## src/hw/rtl/psps_pkg.sv

```systemverilog
// Shared types, codes and constants of the pressure sensor poll sequencer.
`timescale 1ns / 1ps

package psps_pkg;

	localparam logic [7:0] ADDR_PT      = 8'hEC;
	localparam logic [7:0] ADDR_RH      = 8'h80;
	localparam logic [7:0] CMD_PT_RESET = 8'h1E;
	localparam logic [7:0] CMD_RH_RESET = 8'hFE;
	localparam logic [7:0] CMD_PROM     = 8'hA0;
	localparam logic [7:0] CMD_D1       = 8'h4A;
	localparam logic [7:0] CMD_D2       = 8'h5A;
	localparam logic [7:0] CMD_ADC      = 8'h00;

	localparam logic [1:0] KIND_REQ  = 2'd0;
	localparam logic [1:0] KIND_PROM = 2'd1;
	localparam logic [1:0] KIND_PAIR = 2'd2;

	localparam logic [1:0] XK_CMD   = 2'd0;
	localparam logic [1:0] XK_READ2 = 2'd1;
	localparam logic [1:0] XK_READ3 = 2'd2;

	localparam logic [1:0] REG_IDLE_WAIT = 2'd0;
	localparam logic [1:0] REG_PRES_WAIT = 2'd1;
	localparam logic [1:0] REG_TEMP_WAIT = 2'd2;

	localparam int QUEUE_DEPTH = 4;

	typedef struct packed {
		logic [1:0]  kind;
		logic [7:0]  device_addr;
		logic [7:0]  command;
		logic [1:0]  xfer_kind;
		logic [2:0]  prom_index;
		logic [15:0] prom_word;
		logic [15:0] pressure_raw;
		logic [15:0] temperature_raw;
		logic        is_last;
	} result_t;

	// One queue entry: the first result of an item, and whether a calibration
	// read request follows it.
	typedef struct packed {
		logic    second;
		result_t res;
	} entry_t;

	function automatic result_t req_result(input logic [7:0] addr, input logic [7:0] cmd,
			input logic [1:0] xk);
		result_t r;
		r = '0;
		r.kind = KIND_REQ;
		r.device_addr = addr;
		r.command = cmd;
		r.xfer_kind = xk;
		r.is_last = 1'b1;
		return r;
	endfunction

endpackage

```

## src/hw/rtl/psps_front.sv

```systemverilog
// Front end: configuration registers, sequencer state and classification of each input beat.
`timescale 1ns / 1ps

module psps_front #(
	parameter int PROM_WORDS = 8
) (
	input  logic               clk,
	input  logic               arst_n,
	input  logic               cfg_wr_en,
	input  logic [1:0]         cfg_index,
	input  logic [15:0]        cfg_data,
	input  logic               accept,
	input  logic               action,
	input  logic [7:0]         rx_low_byte,
	input  logic [7:0]         rx_high_byte,
	output logic               entry_we,
	output psps_pkg::entry_t   entry
);
	import psps_pkg::*;

	localparam logic [2:0] PH_INIT    = 3'd0;
	localparam logic [2:0] PH_IDLE    = 3'd1;
	localparam logic [2:0] PH_D1_POLL = 3'd2;
	localparam logic [2:0] PH_D2_CONV = 3'd3;
	localparam logic [2:0] PH_D2_POLL = 3'd4;

	localparam logic [2:0] TAG_NONE     = 3'd0;
	localparam logic [2:0] TAG_PT_RESET = 3'd1;
	localparam logic [2:0] TAG_RH_RESET = 3'd2;
	localparam logic [2:0] TAG_PROM     = 3'd3;
	localparam logic [2:0] TAG_D1_START = 3'd4;
	localparam logic [2:0] TAG_D1_READ  = 3'd5;
	localparam logic [2:0] TAG_D2_START = 3'd6;
	localparam logic [2:0] TAG_D2_READ  = 3'd7;

	logic [15:0] idle_wait_q, pres_wait_q, temp_wait_q;
	logic [2:0]  phase_q, phase_d;
	logic [2:0]  tag_q, tag_d;
	logic [15:0] wait_q, wait_d;
	logic        wait_off_q, wait_off_d;
	logic [2:0]  prom_pos_q, prom_pos_d;
	logic [15:0] hold_q, hold_d;
	logic [15:0] word;
	logic [3:0]  next_pos;

	assign word = {rx_high_byte, rx_low_byte};
	assign next_pos = {1'b0, prom_pos_q} + 4'd1;

	always_comb begin
		phase_d = phase_q;
		tag_d = tag_q;
		wait_d = wait_q;
		wait_off_d = wait_off_q;
		prom_pos_d = prom_pos_q;
		hold_d = hold_q;
		entry_we = 1'b0;
		entry = '0;
		if (accept) begin
			if (!action) begin
				if (!wait_off_q) begin
					if (wait_q != 16'd0) begin
						wait_d = wait_q - 16'd1;
					end else begin
						wait_off_d = 1'b1;
						case (phase_q)
							PH_INIT: begin
								entry.res = req_result(ADDR_PT, CMD_PT_RESET, XK_CMD);
								tag_d = TAG_PT_RESET;
								entry_we = 1'b1;
							end
							PH_IDLE: begin
								entry.res = req_result(ADDR_PT, CMD_D1, XK_CMD);
								tag_d = TAG_D1_START;
								entry_we = 1'b1;
							end
							PH_D1_POLL: begin
								entry.res = req_result(ADDR_PT, CMD_ADC, XK_READ3);
								tag_d = TAG_D1_READ;
								entry_we = 1'b1;
							end
							PH_D2_CONV: begin
								entry.res = req_result(ADDR_PT, CMD_D2, XK_CMD);
								tag_d = TAG_D2_START;
								entry_we = 1'b1;
							end
							PH_D2_POLL: begin
								entry.res = req_result(ADDR_PT, CMD_ADC, XK_READ3);
								tag_d = TAG_D2_READ;
								entry_we = 1'b1;
							end
							default: begin
							end
						endcase
					end
				end
			end else if (tag_q != TAG_NONE) begin
				tag_d = TAG_NONE;
				case (tag_q)
					TAG_PT_RESET: begin
						entry.res = req_result(ADDR_RH, CMD_RH_RESET, XK_CMD);
						tag_d = TAG_RH_RESET;
						entry_we = 1'b1;
					end
					TAG_RH_RESET: begin
						prom_pos_d = 3'd0;
						entry.res = req_result(ADDR_PT, CMD_PROM, XK_READ2);
						tag_d = TAG_PROM;
						entry_we = 1'b1;
					end
					TAG_PROM: begin
						entry_we = 1'b1;
						entry.res.kind = KIND_PROM;
						entry.res.prom_index = prom_pos_q;
						entry.res.prom_word = word;
						prom_pos_d = next_pos[2:0];
						if (next_pos >= 4'(PROM_WORDS)) begin
							entry.res.is_last = 1'b1;
							phase_d = PH_IDLE;
							wait_d = idle_wait_q;
							wait_off_d = 1'b0;
						end else begin
							entry.second = 1'b1;
							tag_d = TAG_PROM;
						end
					end
					TAG_D1_START: begin
						phase_d = PH_D1_POLL;
						wait_d = pres_wait_q;
						wait_off_d = 1'b0;
					end
					TAG_D1_READ: begin
						hold_d = word;
						phase_d = PH_D2_CONV;
						wait_d = 16'd0;
						wait_off_d = 1'b0;
					end
					TAG_D2_START: begin
						phase_d = PH_D2_POLL;
						wait_d = temp_wait_q;
						wait_off_d = 1'b0;
					end
					default: begin
						entry_we = 1'b1;
						entry.res.kind = KIND_PAIR;
						entry.res.pressure_raw = hold_q;
						entry.res.temperature_raw = word;
						entry.res.is_last = 1'b1;
						phase_d = PH_IDLE;
						wait_d = idle_wait_q;
						wait_off_d = 1'b0;
					end
				endcase
			end
		end
	end

	always_ff @(posedge clk or negedge arst_n) begin
		if (!arst_n) begin
			idle_wait_q <= 16'd1000;
			pres_wait_q <= 16'd20;
			temp_wait_q <= 16'd20;
			phase_q <= PH_INIT;
			tag_q <= TAG_NONE;
			wait_q <= 16'd0;
			wait_off_q <= 1'b0;
			prom_pos_q <= 3'd0;
			hold_q <= 16'd0;
		end else begin
			phase_q <= phase_d;
			tag_q <= tag_d;
			wait_q <= wait_d;
			wait_off_q <= wait_off_d;
			prom_pos_q <= prom_pos_d;
			hold_q <= hold_d;
			if (cfg_wr_en) begin
				case (cfg_index)
					REG_IDLE_WAIT: idle_wait_q <= cfg_data;
					REG_PRES_WAIT: pres_wait_q <= cfg_data;
					REG_TEMP_WAIT: temp_wait_q <= cfg_data;
					default: begin
					end
				endcase
			end
		end
	end

endmodule

```

## src/hw/rtl/psps_queue.sv

```systemverilog
// Short queue of classified entries between the front and back ends.
`timescale 1ns / 1ps

module psps_queue (
	input  logic             clk,
	input  logic             arst_n,
	input  logic             wr_en,
	input  psps_pkg::entry_t wr_entry,
	input  logic             rd_en,
	output psps_pkg::entry_t rd_entry,
	output logic             full,
	output logic             empty
);
	import psps_pkg::*;

	localparam int PTR_W = $clog2(QUEUE_DEPTH);
	localparam int CNT_W = $clog2(QUEUE_DEPTH + 1);

	entry_t             mem [QUEUE_DEPTH];
	logic [PTR_W-1:0]   wr_ptr_q, rd_ptr_q;
	logic [CNT_W-1:0]   count_q;

	assign full = (count_q == CNT_W'(QUEUE_DEPTH));
	assign empty = (count_q == '0);
	assign rd_entry = mem[rd_ptr_q];

	always_ff @(posedge clk) begin
		if (wr_en) begin
			mem[wr_ptr_q] <= wr_entry;
		end
	end

	always_ff @(posedge clk or negedge arst_n) begin
		if (!arst_n) begin
			wr_ptr_q <= '0;
			rd_ptr_q <= '0;
			count_q <= '0;
		end else begin
			if (wr_en) begin
				wr_ptr_q <= wr_ptr_q + 1'b1;
			end
			if (rd_en) begin
				rd_ptr_q <= rd_ptr_q + 1'b1;
			end
			case ({wr_en, rd_en})
				2'b10: count_q <= count_q + 1'b1;
				2'b01: count_q <= count_q - 1'b1;
				default: begin
				end
			endcase
		end
	end

endmodule

```

## src/hw/rtl/psps_back.sv

```systemverilog
// Back end: turns queue entries into result beats held in an output register.
`timescale 1ns / 1ps

module psps_back (
	input  logic             clk,
	input  logic             arst_n,
	input  psps_pkg::entry_t head,
	input  logic             q_empty,
	output logic             q_pop,
	input  logic             pop,
	output logic             empty,
	output psps_pkg::result_t beat
);
	import psps_pkg::*;

	logic        out_valid_q;
	logic        second_q;
	logic [2:0]  second_idx_q;
	result_t     beat_q;
	logic        load;
	logic [7:0]  second_cmd;

	assign load = !out_valid_q || pop;
	assign q_pop = load && !second_q && !q_empty;
	assign empty = !out_valid_q;
	assign beat = beat_q;
	assign second_cmd = CMD_PROM + {4'd0, second_idx_q + 3'd1, 1'b0};

	always_ff @(posedge clk or negedge arst_n) begin
		if (!arst_n) begin
			out_valid_q <= 1'b0;
			second_q <= 1'b0;
		end else if (load) begin
			if (second_q) begin
				out_valid_q <= 1'b1;
				second_q <= 1'b0;
			end else begin
				out_valid_q <= !q_empty;
				second_q <= !q_empty && head.second;
			end
		end
	end

	always_ff @(posedge clk) begin
		if (load) begin
			if (second_q) begin
				beat_q <= req_result(ADDR_PT, second_cmd, XK_READ2);
			end else if (!q_empty) begin
				beat_q <= head.res;
				second_idx_q <= head.res.prom_index;
			end
		end
	end

endmodule

```

## src/hw/rtl/pressure_sensor_poll_sequencer_unit.sv

```systemverilog
// Top level of the pressure sensor poll sequencer.
//
//  Channel   Handshake             Beat contents
//  input     push / full           action, rx_low_byte, rx_high_byte
//  result    empty / pop           kind, device_addr, command, xfer_kind, prom_index,
//                                  prom_word, pressure_raw, temperature_raw, is_last
//  config    cfg_wr_en             cfg_index, cfg_data
//
// An input beat is classified in the cycle it is accepted; its first result passes through
// the queue and then the output register, and a calibration word's follow-on read request
// is loaded into the output register when that word is popped. One input beat per cycle is
// taken while the four-entry queue has room; full rises when the result side stalls, or
// when calibration words, which take two result beats each, arrive on consecutive cycles.
// Reset clears the sequencer state and the queue, and marks the output register empty.
`timescale 1ns / 1ps

module pressure_sensor_poll_sequencer_unit #(
	parameter int PROM_WORDS = 8
) (
	input  logic        clk,
	input  logic        arst_n,
	input  logic        cfg_wr_en,
	input  logic [1:0]  cfg_index,
	input  logic [15:0] cfg_data,
	input  logic        push,
	output logic        full,
	input  logic        action,
	input  logic [7:0]  rx_low_byte,
	input  logic [7:0]  rx_high_byte,
	output logic        empty,
	input  logic        pop,
	output logic [1:0]  kind,
	output logic [7:0]  device_addr,
	output logic [7:0]  command,
	output logic [1:0]  xfer_kind,
	output logic [2:0]  prom_index,
	output logic [15:0] prom_word,
	output logic [15:0] pressure_raw,
	output logic [15:0] temperature_raw,
	output logic        is_last
);
	import psps_pkg::*;

	logic    accept;
	logic    entry_we;
	entry_t  entry;
	entry_t  head;
	logic    q_full, q_empty, q_pop;
	result_t beat;

	assign accept = push && !q_full;
	assign full = q_full;

	psps_front #(
		.PROM_WORDS(PROM_WORDS)
	) u_front (
		.clk         (clk),
		.arst_n      (arst_n),
		.cfg_wr_en   (cfg_wr_en),
		.cfg_index   (cfg_index),
		.cfg_data    (cfg_data),
		.accept      (accept),
		.action      (action),
		.rx_low_byte (rx_low_byte),
		.rx_high_byte(rx_high_byte),
		.entry_we    (entry_we),
		.entry       (entry)
	);

	psps_queue u_queue (
		.clk     (clk),
		.arst_n  (arst_n),
		.wr_en   (entry_we),
		.wr_entry(entry),
		.rd_en   (q_pop),
		.rd_entry(head),
		.full    (q_full),
		.empty   (q_empty)
	);

	psps_back u_back (
		.clk    (clk),
		.arst_n (arst_n),
		.head   (head),
		.q_empty(q_empty),
		.q_pop  (q_pop),
		.pop    (pop),
		.empty  (empty),
		.beat   (beat)
	);

	assign kind = beat.kind;
	assign device_addr = beat.device_addr;
	assign command = beat.command;
	assign xfer_kind = beat.xfer_kind;
	assign prom_index = beat.prom_index;
	assign prom_word = beat.prom_word;
	assign pressure_raw = beat.pressure_raw;
	assign temperature_raw = beat.temperature_raw;
	assign is_last = beat.is_last;

`ifndef SYNTH
	a_no_overflow: assert property (@(posedge clk) disable iff (!arst_n)
		!(entry_we && q_full))
		else $error("queue written while full");

	a_only_prom_continues: assert property (@(posedge clk) disable iff (!arst_n)
		(!empty && kind != KIND_PROM) |-> is_last)
		else $error("non-calibration beat not marked last");

	a_prom_followed_by_request: assert property (@(posedge clk) disable iff (!arst_n)
		(!empty && pop && kind == KIND_PROM && !is_last) |=>
		(!empty && kind == KIND_REQ && xfer_kind == XK_READ2 && is_last))
		else $error("calibration word not followed by its read request");
`endif

endmodule
```

## config.mk

```make
export PLATFORM = sky130hd
export DESIGN_NAME = pressure_sensor_poll_sequencer_unit
export DESIGN_NICKNAME = d
export VERILOG_FILES = /design/src/hw/rtl/psps_pkg.sv /design/src/hw/rtl/psps_front.sv /design/src/hw/rtl/psps_queue.sv /design/src/hw/rtl/psps_back.sv /design/src/hw/rtl/pressure_sensor_poll_sequencer_unit.sv
export SDC_FILE = /design/constraint.sdc
export NUM_CORES = 1
export LEC_CHECK = 0
export BUFFER_PORTS_ARGS = -buffer_cell sky130_fd_sc_hd__buf_2
export CAP_MARGIN = 25
export CORE_MARGIN = 3
export CORE_UTILIZATION = 45
export DETAILED_ROUTE_END_ITERATION = 16
export HOLD_SLACK_MARGIN = 0.03
export PLACE_DENSITY = 0.72
export REMOVE_ABC_BUFFERS = 1
export SLEW_MARGIN = 20
export SYNTH_ARGS = -nofsm -noshare
export SYNTH_HDL_FRONTEND = slang
export SYNTH_SLANG_ARGS = --single-unit
```

## constraint.sdc

```tcl
create_clock -name clk -period 5.5 [get_ports clk]
set_clock_uncertainty 0.2 [all_clocks]
set_input_delay 0.55 -clock clk [delete_from_list [all_inputs] [get_ports clk]]
set_output_delay 0.55 -clock clk [all_outputs]
set_load 0.005 [all_outputs]
```

==> results by group <==
Worst setup path
  – Worst r2r dst: u_queue.mem[1][47]
  – Worst reg-to-reg setup slack: 2.22 ns
  – Worst r2r path cells: 7
  – Crit Path Category: reg2reg
  – Arr. time, crit path: 3.29 ns
  – Startpoint Class: flip-flop
  – R2R Path Start: u_front.wait_q[0]
  – Crit. Startpoint: u_front.wait_q[0]
  – Worst Setup End Kind: flip-flop
  – CP max FO: 25
  – WP data required: 5.51 ns

Die
  – Die height: 201 um
  – Width of the die: 201 um
  – Initial Utilization: a little under half
  – CORE AREA: about 37000 um^2
  – Ports: 114
  – Die ar.: 40600 um^2
  – FP Rows: 70

Clock tree
  – Clock buffer count from CTS: 42
  – H-tree Lvls: 2
  – Postcts setup bufs: 0
  – Clk pin slew, worst setup/hold paths: about 0.06 ns
  – Root buffer cell: clkbuf_16
  – CTS tree: built
  – Sink Count: 422
  – Post-CTS sizing: 0
  – Clk buf depth: 3
  – Skew-Pair Late Insertion Delay: 0.56 ns

Routing
  – Vias: 8921
  – Initial DRC Count: 650
  – M1 WL: 14.0 mm
  – Via/cell ratio: 5.40
  – Total iterations of the first detailed-routing run: 5
  – Met2 WL: approximately 16 mm
  – DRC Markers: 0
  – Routed wire per std cell: 19.8 um
  – Detailed Route WL: 32.7 mm
  – Routed Antenna Nets: 0
  – Met3 WL: 1.91 mm
  – DR top layer: met5

Pwr
  – Power per cell area: 511 nW/um^2
  – Logic pwr share: between 20% and 30%
  – Maximum VDD drop: 256 uV
  – Cell Int Power: 7150 uW
  – Tot Pwr: 10000 uW
  – NetSw: roughly 2900 uW
  – Sequential Power Share: roughly 48%
  – Leak Pwr: just over 0.007 uW
  – Switching Share: 28.8%
  – Power share of the clock group: between 20% and 30%

Global route
  – Gr usage total: 16.3%
  – Grt total ovfl: 0
  – First-pass GRT wire length: 52.2 mm
  – Largest net degree at the start of global routing: 64
  – Vias in the first global route: 9226
  – Antenna violations before repair: 4

STA
  – Max Freq: about 0.30 GHz
  – Setup violators final: 0
  – Worst-Margin Slew: 0.973 ns
  – Hold Vio Cnt, Final: 0
  – Slew HR: 35.1%
  – Setup TNS: 0 ns
  – Fin crit share: 59.7%
  – Period minus WS final: 3.28 ns
  – Final Max Tran Viols: 0
  – PnR worst setup slack: 2.22 ns
  – RSZ-0062 raised after global routing: no

Status
  – Status: completed

Layout
  – Most common cell after layout, fill and taps aside: edfxtp_1
  – Area delta synth->final: 14.2%
  – Final instance area: 19600 um^2
  – Util after Layout: 52.8%
  – ANT cells: 0
  – Most frequent cells in the layout: edfxtp_1, buf_2, and2_1, dfrtp_1, mux2_2
  – Share of layout cells above drive strength 1: 31.3%
  – Final nets: about 1200

Yosys
  – Mapped Avg Cell Area: 17.2 um^2
  – Distinct cells, synth: 66
  – Post-synthesis cell area: between 15000 and 20000 um^2
  – Sequential share of the synthesized area: a little under three quarters
  – Leading area contributor after synthesis: edfxtp_1
  – Post-synth top flop: edfxtp_1
  – Yosys top cell area share: between 50% and 60%
  – Post-synth EDFFs: 323
  – Post-synthesis async set-or-reset flop share: 23.5%
  – Synth Instances: 1001
  – Largest cells by area after synthesis: edfxtp_1, dfrtp_1, mux4_2, mux2_2, and2_1
  – Yosys reg bits: 422
  – Yosys warns: 0

Placed design
  – Placed Area: 18300 um^2
  – Hpwl dp: 20.0 mm
  – Routability congestion estimate: about 0.83
  – PortBufs: ~110
  – Dpl ws: 1.96 ns

Hold path
  – Hold Path End: u_front.temp_wait_q[5]
  – Hold depth: 2
  – Hold Crit Start: cfg_data[5]
  – Hold Crit Class: in2reg

Flow run
  – Max-cap check violation count: 0
## stage by stage
step / std cells / hold WS [ns]
3_5_place_dp: 1576 / 0.284
2_1_floorplan: 945 / 0.0544
5_1_grt: 1653 / 0.0404
6_report: 1653 / 0.0595
4_1_cts: 1653 / 0.0329
3_3_place_gp: 1576 / 0.280
## worst max-delay path: stages (launching register included)
cell	delay, ns
dfrtp_1	0.40
inv_1	0.11
ha_1	0.19
nor4b_1	0.33
nand4_2	0.21
o21ai_4	0.33
and3_2	0.70
buf_4	0.46
## power groups by stage
| stage | clock [uW] | sequential (uW) | combinational, uW |
|---|---|---|---|
| finish | 2770 | 4770 | 2490 |
| global route | 2980 | 4870 | 2750 |
| CTS | 2840 | 4780 | 2550 |
| detailed placement | 0 | 4840 | 2530 |
| global placement | 0 | 4810 | 2480 |
| floorplan | 0 | 4880 | 1590 |
## sequential cells by signal, summed over array words and instances, names as in the netlist
signal,count
u_queue.wr_ptr_q,2
u_front.idle_wait_q,16
u_front.wait_off_q,1
u_front.prom_pos_q,3
u_back.out_valid_q,1
u_front.hold_q,16
u_back.second_q,1
u_back.beat,64
u_front.phase_q,3
u_queue.mem,256
u_front.tag_q,3
u_front.temp_wait_q,16
u_front.wait_q,16
u_back.second_idx_q,3
u_front.pres_wait_q,16
u_queue.rd_ptr_q,2
u_queue.count_q,3
## final cells by class
class | count | area [um^2]
fill | 3018 | 17500
sequential | 422 | 12200
multi-input combinational | 507 | 4690
clock buffer | 55 | 1100
timing repair buffer | 129 | 703
tap | 504 | 631
clock inverter | 20 | 240
inverter | 16 | 60.1
## synthesized netlist by cell type, drive strengths merged, types with 3 or more instances
cell type and number:
o21ai 19, nand2b 7, mux2 72, nand2 35
mux4 64, inv 16, dfstp 10, nor4 8
nor2b 4, xor2 4, o211ai 5, buf 26
dfrtp 89, xnor2 4, a21oi 25, o2bb2ai 4
or3 4, nor3 16, ha 9, nand3 9
and3 25, a221oi 6, and2 92, edfxtp 323
nand3b 3, clkbuf 33, nor2 28, mux2i 15
or2 5, nand4 5
## per-layer routing
layer | GRT usage [%] | vias to the layer above
met4 | 3.94 | 6
met1 | 22.2 | 4556
met2 | 27.0 | 244
li1 | - | 4062
met5 | 0 | -
met3 | 3.41 | 53
## logic make-up after synthesis
kind of cell | Yosys count | share of synthesized area (%)
xor+xnor | 8 | 0.408
flops | 422 | 70.9
fa+ha+maj | 10 | 0.772
buf+inv | 75 | 1.96
other cells | 1 | 0.0218
simple gates | 251 | 8.52
mux | 151 | 14.0
compound gates | 83 | 3.40
## worst max-delay path by stage
stage / endpoint / slack, ns / depth (start not counted)
CTS: u_queue.mem[0][31] / 2.17 / 6
finish: u_queue.mem[1][47] / 2.22 / 7
floorplan: u_back.beat[0] / 1.51 / 2
detailed placement: u_front.hold_q[1] / 1.96 / 5
global route: u_queue.mem[0][48] / 2.06 / 7
global placement: u_front.hold_q[2] / 2.09 / 5
## timing repair
action                                  in CTS  in global routing
hold buffers                                 2                  0
endpoints found under the setup margin       0                  0
hold endpoints to repair                    52                  0
Note: power is estimated with default switching activity, not from simulation.
